### config.mk
export PLATFORM = sky130hd
export DESIGN_NAME = feedback_input_qualifier
export DESIGN_NICKNAME = d
export VERILOG_FILES = /design/src/rtl/core/fiq_pkg.sv /design/src/rtl/core/feedback_input_qualifier.sv /design/src/rtl/core/fiq_lane.sv /design/src/rtl/core/fiq_merge.sv
export SDC_FILE = /design/constraint.sdc
export NUM_CORES = 1
export LEC_CHECK = 0
export ABC_AREA = 1
export BUFFER_PORTS_ARGS = -buffer_cell sky130_fd_sc_hd__buf_4
export CORE_MARGIN = 3
export CORE_UTILIZATION = 45
export DETAILED_ROUTE_END_ITERATION = 6
export SETUP_SLACK_MARGIN = 0.05
export SKIP_LAST_GASP = 1
export SYNTH_ARGS = -nofsm -noshare
export SYNTH_HDL_FRONTEND = slang
export SYNTH_SLANG_ARGS = --single-unit
### constraint.sdc
create_clock -name clk -period 3.1 [get_ports clk]
set_input_delay 0.62 -clock clk [delete_from_list [all_inputs] [get_ports clk]]
set_output_delay 0.62 -clock clk [all_outputs]
set_load 0.005 [all_outputs]
### src/rtl/core/fiq_pkg.sv
// Package for the feedback input qualifier.
// Holds the sizes, register indexes, lane control struct and the on-mask helper.
// No dependencies.
package fiq_pkg;

    // Sizes of the pin array and of the transaction fields.
    localparam int NUM_PORTS     = 3;
    localparam int PINS_PER_PORT = 8;
    localparam int PORT_W        = 2;
    localparam int SAMPLE_W      = 8;
    localparam int HIST_W        = 8;
    localparam int CNT_W         = 8;
    localparam int CFG_W         = 8;
    localparam int CFG_IDX_W     = 1;
    localparam int PORT_IDX_W    = (NUM_PORTS > 1) ? $clog2(NUM_PORTS) : 1;

    // Configuration register indexes.
    localparam logic [CFG_IDX_W-1:0] CFG_MIN_ON_SAMPLES = 1'b0;
    localparam logic [CFG_IDX_W-1:0] CFG_OFF_DELAY      = 1'b1;

    // Control shared by every lane for one transaction.
    typedef struct packed {
        logic                  update;
        logic [PORT_IDX_W-1:0] port;
        logic [HIST_W-1:0]     on_mask;
        logic [CNT_W-1:0]      off_delay;
    } lane_ctrl_t;

    // Mask of the last N history bits, with N clamped to 1..HIST_W.
    function automatic logic [HIST_W-1:0] on_mask(input logic [CFG_W-1:0] min_on);
        logic [CFG_W-1:0]  n;
        logic [HIST_W:0]   ones;
        n = min_on;
        if (n == '0)
        begin
            n = CFG_W'(1);
        end
        if (n > CFG_W'(HIST_W))
        begin
            n = CFG_W'(HIST_W);
        end
        ones = ((HIST_W+1)'(1) << n) - (HIST_W+1)'(1);
        return ones[HIST_W-1:0];
    endfunction

endpackage

### src/rtl/core/feedback_input_qualifier.sv
// Top level of the feedback input qualifier: configuration, pin lanes and merge.
// Depends on fiq_pkg, fiq_lane and fiq_merge.
//
//   Channel   Direction  Handshake               Payload
//   input     in         in_valid / in_stall     port_index, raw_sample
//   result    out        out_valid / out_stall   port_echo, qualified_flags
//   config    in         cfg_we                  cfg_index, cfg_data
//
// One transaction is accepted per cycle while in_stall is low; its result is
// loaded into the output register in the next cycle. The rate is set by the
// per-pin read-modify-write of lane state, done by all eight lanes in parallel.
// Reset clears all pin state and loads min_on_samples = 1, off_delay = 0.
// A stalled result holds the output register; input is stalled only while a
// result waits and the result side stalls.
module feedback_input_qualifier (
    input  logic                             clk,
    input  logic                             rst_n,
    input  logic                             in_valid,
    output logic                             in_stall,
    input  logic [fiq_pkg::PORT_W-1:0]       port_index,
    input  logic [fiq_pkg::SAMPLE_W-1:0]     raw_sample,
    output logic                             out_valid,
    input  logic                             out_stall,
    output logic [fiq_pkg::PORT_W-1:0]       port_echo,
    output logic [fiq_pkg::SAMPLE_W-1:0]     qualified_flags,
    input  logic                             cfg_we,
    input  logic [fiq_pkg::CFG_IDX_W-1:0]    cfg_index,
    input  logic [fiq_pkg::CFG_W-1:0]        cfg_data
);
    import fiq_pkg::*;

    logic [HIST_W-1:0]        on_mask_reg;
    logic [CNT_W-1:0]         off_delay_reg;
    logic                     accept;
    logic                     in_range;
    lane_ctrl_t               ctrl;
    logic [PINS_PER_PORT-1:0] lane_flags;

    // Configuration registers; the on-mask is kept already decoded.
    always_ff @(posedge clk or negedge rst_n)
    begin
        if (!rst_n)
        begin
            on_mask_reg   <= on_mask(CFG_W'(1));
            off_delay_reg <= '0;
        end
        else if (cfg_we)
        begin
            unique case (cfg_index)
                CFG_MIN_ON_SAMPLES: on_mask_reg   <= on_mask(cfg_data);
                CFG_OFF_DELAY:      off_delay_reg <= cfg_data;
                default:            ;
            endcase
        end
    end

    // Input handshake and lane control.
    assign in_stall = out_valid && out_stall;
    assign accept   = in_valid && !in_stall;
    assign in_range = (32'(port_index) < NUM_PORTS);

    always_comb
    begin
        ctrl.update    = accept && in_range;
        ctrl.port      = PORT_IDX_W'(port_index);
        ctrl.on_mask   = on_mask_reg;
        ctrl.off_delay = off_delay_reg;
    end

    // One lane per pin of a port.
    for (genvar j = 0; j < PINS_PER_PORT; j++)
    begin : g_lane
        fiq_lane u_lane (
            .clk        (clk),
            .rst_n      (rst_n),
            .ctrl       (ctrl),
            .sample_bit (raw_sample[j]),
            .flag       (lane_flags[j])
        );
    end

    // Merge the lane flags into the result register.
    fiq_merge u_merge (
        .clk             (clk),
        .rst_n           (rst_n),
        .accept          (accept),
        .in_range        (in_range),
        .port            (port_index),
        .lane_flags      (lane_flags),
        .out_stall       (out_stall),
        .out_valid       (out_valid),
        .port_echo       (port_echo),
        .qualified_flags (qualified_flags)
    );

endmodule

### src/rtl/core/fiq_lane.sv
// One pin lane of the feedback input qualifier.
// Keeps history, off-delay counter and qualified flag of this pin in every port.
// Depends on fiq_pkg.
module fiq_lane (
    input  logic                clk,
    input  logic                rst_n,
    input  fiq_pkg::lane_ctrl_t ctrl,
    input  logic                sample_bit,
    output logic                flag
);
    import fiq_pkg::*;

    logic [HIST_W-1:0] hist_reg [NUM_PORTS];
    logic [CNT_W-1:0]  cnt_reg  [NUM_PORTS];
    logic [NUM_PORTS-1:0] qual_reg;

    logic [HIST_W-1:0] hist_next;
    logic [CNT_W-1:0]  cnt_next;
    logic              qual_next;
    logic [CNT_W-1:0]  cnt_cur;

    // Update of the selected port: history first, then counter, then flag.
    always_comb
    begin
        cnt_cur   = cnt_reg[ctrl.port];
        hist_next = {hist_reg[ctrl.port][HIST_W-2:0], sample_bit};
        if (sample_bit)
        begin
            cnt_next = ctrl.off_delay;
        end
        else if (cnt_cur != '0)
        begin
            cnt_next = cnt_cur - CNT_W'(1);
        end
        else
        begin
            cnt_next = '0;
        end
        if (qual_reg[ctrl.port])
        begin
            qual_next = (cnt_next != '0);
        end
        else
        begin
            qual_next = ((hist_next & ctrl.on_mask) == ctrl.on_mask);
        end
    end

    assign flag = qual_next;

    // Per-port state storage.
    always_ff @(posedge clk or negedge rst_n)
    begin
        if (!rst_n)
        begin
            for (int p = 0; p < NUM_PORTS; p++)
            begin
                hist_reg[p] <= '0;
                cnt_reg[p]  <= '0;
            end
            qual_reg <= '0;
        end
        else if (ctrl.update)
        begin
            hist_reg[ctrl.port] <= hist_next;
            cnt_reg[ctrl.port]  <= cnt_next;
            qual_reg[ctrl.port] <= qual_next;
        end
    end

endmodule

### src/rtl/core/fiq_merge.sv
// Merging stage of the feedback input qualifier.
// Collects the lane flags into the output register that feeds the result channel.
// Depends on fiq_pkg.
module fiq_merge (
    input  logic                                 clk,
    input  logic                                 rst_n,
    input  logic                                 accept,
    input  logic                                 in_range,
    input  logic [fiq_pkg::PORT_W-1:0]           port,
    input  logic [fiq_pkg::PINS_PER_PORT-1:0]    lane_flags,
    input  logic                                 out_stall,
    output logic                                 out_valid,
    output logic [fiq_pkg::PORT_W-1:0]           port_echo,
    output logic [fiq_pkg::SAMPLE_W-1:0]         qualified_flags
);
    import fiq_pkg::*;

    logic                valid_reg;
    logic                valid_next;
    logic [PORT_W-1:0]   port_reg;
    logic [SAMPLE_W-1:0] flags_reg;
    logic [SAMPLE_W-1:0] flags_next;

    // Out-of-range ports report no flags; unused pin positions stay zero.
    always_comb
    begin
        flags_next = in_range ? SAMPLE_W'(lane_flags) : '0;
        if (accept)
        begin
            valid_next = 1'b1;
        end
        else if (!out_stall)
        begin
            valid_next = 1'b0;
        end
        else
        begin
            valid_next = valid_reg;
        end
    end

    // Valid flag of the output register.
    always_ff @(posedge clk or negedge rst_n)
    begin
        if (!rst_n)
        begin
            valid_reg <= 1'b0;
        end
        else
        begin
            valid_reg <= valid_next;
        end
    end

    // Result payload, loaded with each accepted transaction.
    always_ff @(posedge clk)
    begin
        if (accept)
        begin
            port_reg  <= port;
            flags_reg <= flags_next;
        end
    end

    assign out_valid       = valid_reg;
    assign port_echo       = port_reg;
    assign qualified_flags = flags_reg;

endmodule
==> reports/metrics.cfg <==
[layout]
finalNonFillerCells = 3440
final_cell_mix = 855 x nand2_1, 400 x dfrtp_1, 289 x nand3_1, 270 x nor2_1, 265 x o21ai_0
largest_reg_flops = 192
final.fill_count = 4342
final_layout_size_suffix_gt1_frac = 0.110
area.growth.synth_to_final_pct = 17.1
layout_commonest_cell = nand2_1
diodes = 0
design.final.nets = 2838

[pwr]
comb_power_share = 0.248
power_internal_mw = 11.8
power.density_cell_area_nw_per_um2 = 717
p_sw_mw = 5.62
power_leakage_nw = 12.0
power.total_mw = 17.4
irDropWorstVdd_uv = 534
share_clk_of_total_power = 0.332
power.switching_fraction = 0.322
seqPwrFrac = 0.419

[sta]
worstMarginPinSlew_ns = 0.927
final-setup-viol-count = 0
grt_setup_unrepaired = false
slew_viol_final = 0
post-route-min-period_ns = 2.56
holdWs_ns = 0.242
min_period_over_period = 0.827
timing.setup.tns_ns = 0
relSlewSlack = 0.382
clock_skew_ns = 0.0213
final_hold_viol_count = 0
post-route-worst-setup-slack_ns = 0.536
max_clock_freq_mhz = 390

[clock_network]
cts-buffers-inserted = 46
cts_post_setup_buffers_inserted = 0
clock_path_buffers = 3
ctsRootBufferMaster = clkbuf_16
htree_num_levels = 2
clkSlewWorstSetupHoldPaths_ns = 0.06
cts_tree = yes
cts_resized = 0
clock_sinks = 411
clk-insertion-delay-late_ns = 0.59

[floorplan]
io_pins = 36
die_area_sq_um = 48700
die_w_um = 221
effective_utilization_at_floorplan = 0.456
floorplan.rows = 78
die_height_um = 221
core_sq_um = 45500

[setup_path]
cp_top_family = simple AND/OR/NAND/NOR gates
critical-path-max-stage-delay_ns = 0.23
worstSetupStartpointType = input pin
reg2reg_depth = 15
worst_setup_path_end_kind = flip-flop
cp_slowest_cell = buf_4
timing.critical_path.depth = 18
cp.required_ns = 3.59
timing.critical_path.mode_cell = nand2_1
cp.buffers_inverters = 3
cp.arrival_ns = 3.05
setup.worst_path.class = input pin to flip-flop
critical_path.cell_chain = buf_4, inv_2, nand2_1, buf_4, nor2_1, nor2_2, ha_1, nand3_1, nor2_2, nand3_1, a21oi_1, nand3_1, nor2_1, nand3_1, nand2_1, nand2_1, nand2_1, nand2_1
timing.critical_path.fanout_max = 9

[drt]
detail_route.drc_violations = 0
antenna_violating_nets_left = 0
via_count = 19100
detailedRoute.firstIterationViolations = 1567
drt-met1-wl_mm = 28.2
top_layer_used = met4
vias_per_cell = 5.55
dr_wl_met2_mm = 28.3
met3_wirelength_mm = 3.78
wl_mm = 62.2
detailedRoute.firstPassIterationCount = 5
drt-wirelength-per-cell_um = 18.1

[synth]
synth_warnings = 0
total_of_flip_flops_plus_latches_after_synthesis = 411
syn_nets = 2760
synthCells = 2727
netlist-cell-type-count = 40
number_of_flops_mapped_to_enable_cells_by_yosys = 10
synth.cell_area_sq_um = 20800
ys_dominant_reg_cell = dfrtp_1
seq_total_area_yosys = 0.498
synth_async_sr_flop_share = 0.976
post_synth.cell_area_avg_sq_um = 7.61

[worst_hold_path]
timing.hold.worst_path_depth = 3
worstHoldPathType = input pin to flip-flop

[placement]
port_buffers = 35
post_detail_place_hpwl_mm = 40.2
dp.cells = 3356
finalWeightedCongestion = 0.883
dp_worst_setup_slack_ns = -0.0225

[grt]
globalRouteTotalUtil = 0.258
grt_pass1_vias = 18000
grt_remaining_overflow = 0
grt_max_degree = 105
grt_first_pass_wirelength_mm = 99.1
antenna_found_initial = 0

[outcome]
outcome = complete, no violations

[run]
cap_viol_max_count = 0

## routing by layer
metal	vias to the layer above	GRT usage
li1	9153	-
met1	9192	0.360
met2	637	0.410
met3	124	0.0468
met4	0	0.0821
met5	-	0
## timing repair
item / in CTS / in global routing
setup endpoints to repair: 0 / 0
hold endpoints to repair: 43 / 0
hold buffers: 1 / 0
## cell type report
cell class	instances	area, sq um	area share
Multi-Input combinational cell	1978	9090	0.374
Clock buffer	67	1380	0.0569
Inverter	179	679	0.0280
Timing Repair Buffer	189	1820	0.0748
Clock inverter	16	240	0.00989
Sequential cell	411	10300	0.425
Tap cell	600	751	0.0309
## cells in the mapped netlist (9+ instances only)
library cell | count | share of area
nor2_2 | 28 | 0.0084
a21oi_1 | 29 | 0.0070
ha_1 | 9 | 0.0054
o21ai_0 | 265 | 0.064
o21ai_1 | 11 | 0.0027
a221oi_1 | 22 | 0.0093
a22oi_1 | 22 | 0.0080
nand3_1 | 289 | 0.070
a21boi_1 | 15 | 0.0054
inv_1 | 176 | 0.032
nand2_1 | 855 | 0.15
buf_1 | 16 | 0.0029
o22ai_1 | 12 | 0.0036
clkbuf_1 | 107 | 0.019
nor2_1 | 274 | 0.050
buf_2 | 26 | 0.0063
dfrtp_1 | 400 | 0.48
a31oi_1 | 101 | 0.030
edfxtp_1 | 10 | 0.014
## final timing paths
kind	start	end	slack [ns]
setup reg to reg	g_lane[3].u_lane.cnt_reg[9]	g_lane[3].u_lane.qual_reg[0]	0.65
min in group asynchronous	rst_n	g_lane[3].u_lane.cnt_reg[1]	0.57
hold reg to reg	g_lane[6].u_lane.hist_reg[9]	g_lane[6].u_lane.hist_reg[9]	0.48
hold / removal	in_valid	u_merge.out_valid	0.24
max in group asynchronous	rst_n	on_mask_reg[0]	1.68
setup / recovery	port_index[0]	g_lane[2].u_lane.qual_reg[2]	0.54
## worst min-delay path, cell delays in order
cell     delay (ns)
buf_4          0.07
inv_1          0.04
nand2_1        0.06
## metrics by stage
step                      cell area, sq um   util
final                                24300  0.534
after global routing                 24300  0.534
after CTS                            24300  0.534
after detailed placement             22700  0.498
after global placement               22700  0.498
after floorplan                      20800      -
## kinds of logic after synthesis
logic type,share of synthesized area
AO/OA/AOI/OAI,0.139
AND/OR/NAND/NOR,0.290
other,0.000181
multiplexers,0.000542
XOR/XNOR,0.000844
buffers and inverters,0.0656
adder cells (fa/ha/maj),0.00543
flip-flops,0.498
## power groups by stage
stage,logic (mW),registers (mW),clock network [mW]
after floorplan,2.95,7.12,0
after global placement,4.19,7.36,0
after detailed placement,4.31,7.39,0
after CTS,4.33,7.31,5.91
after global routing,4.94,7.46,6.14
final,4.33,7.31,5.80
No activity file was read; power rests on OpenSTA's default activity.
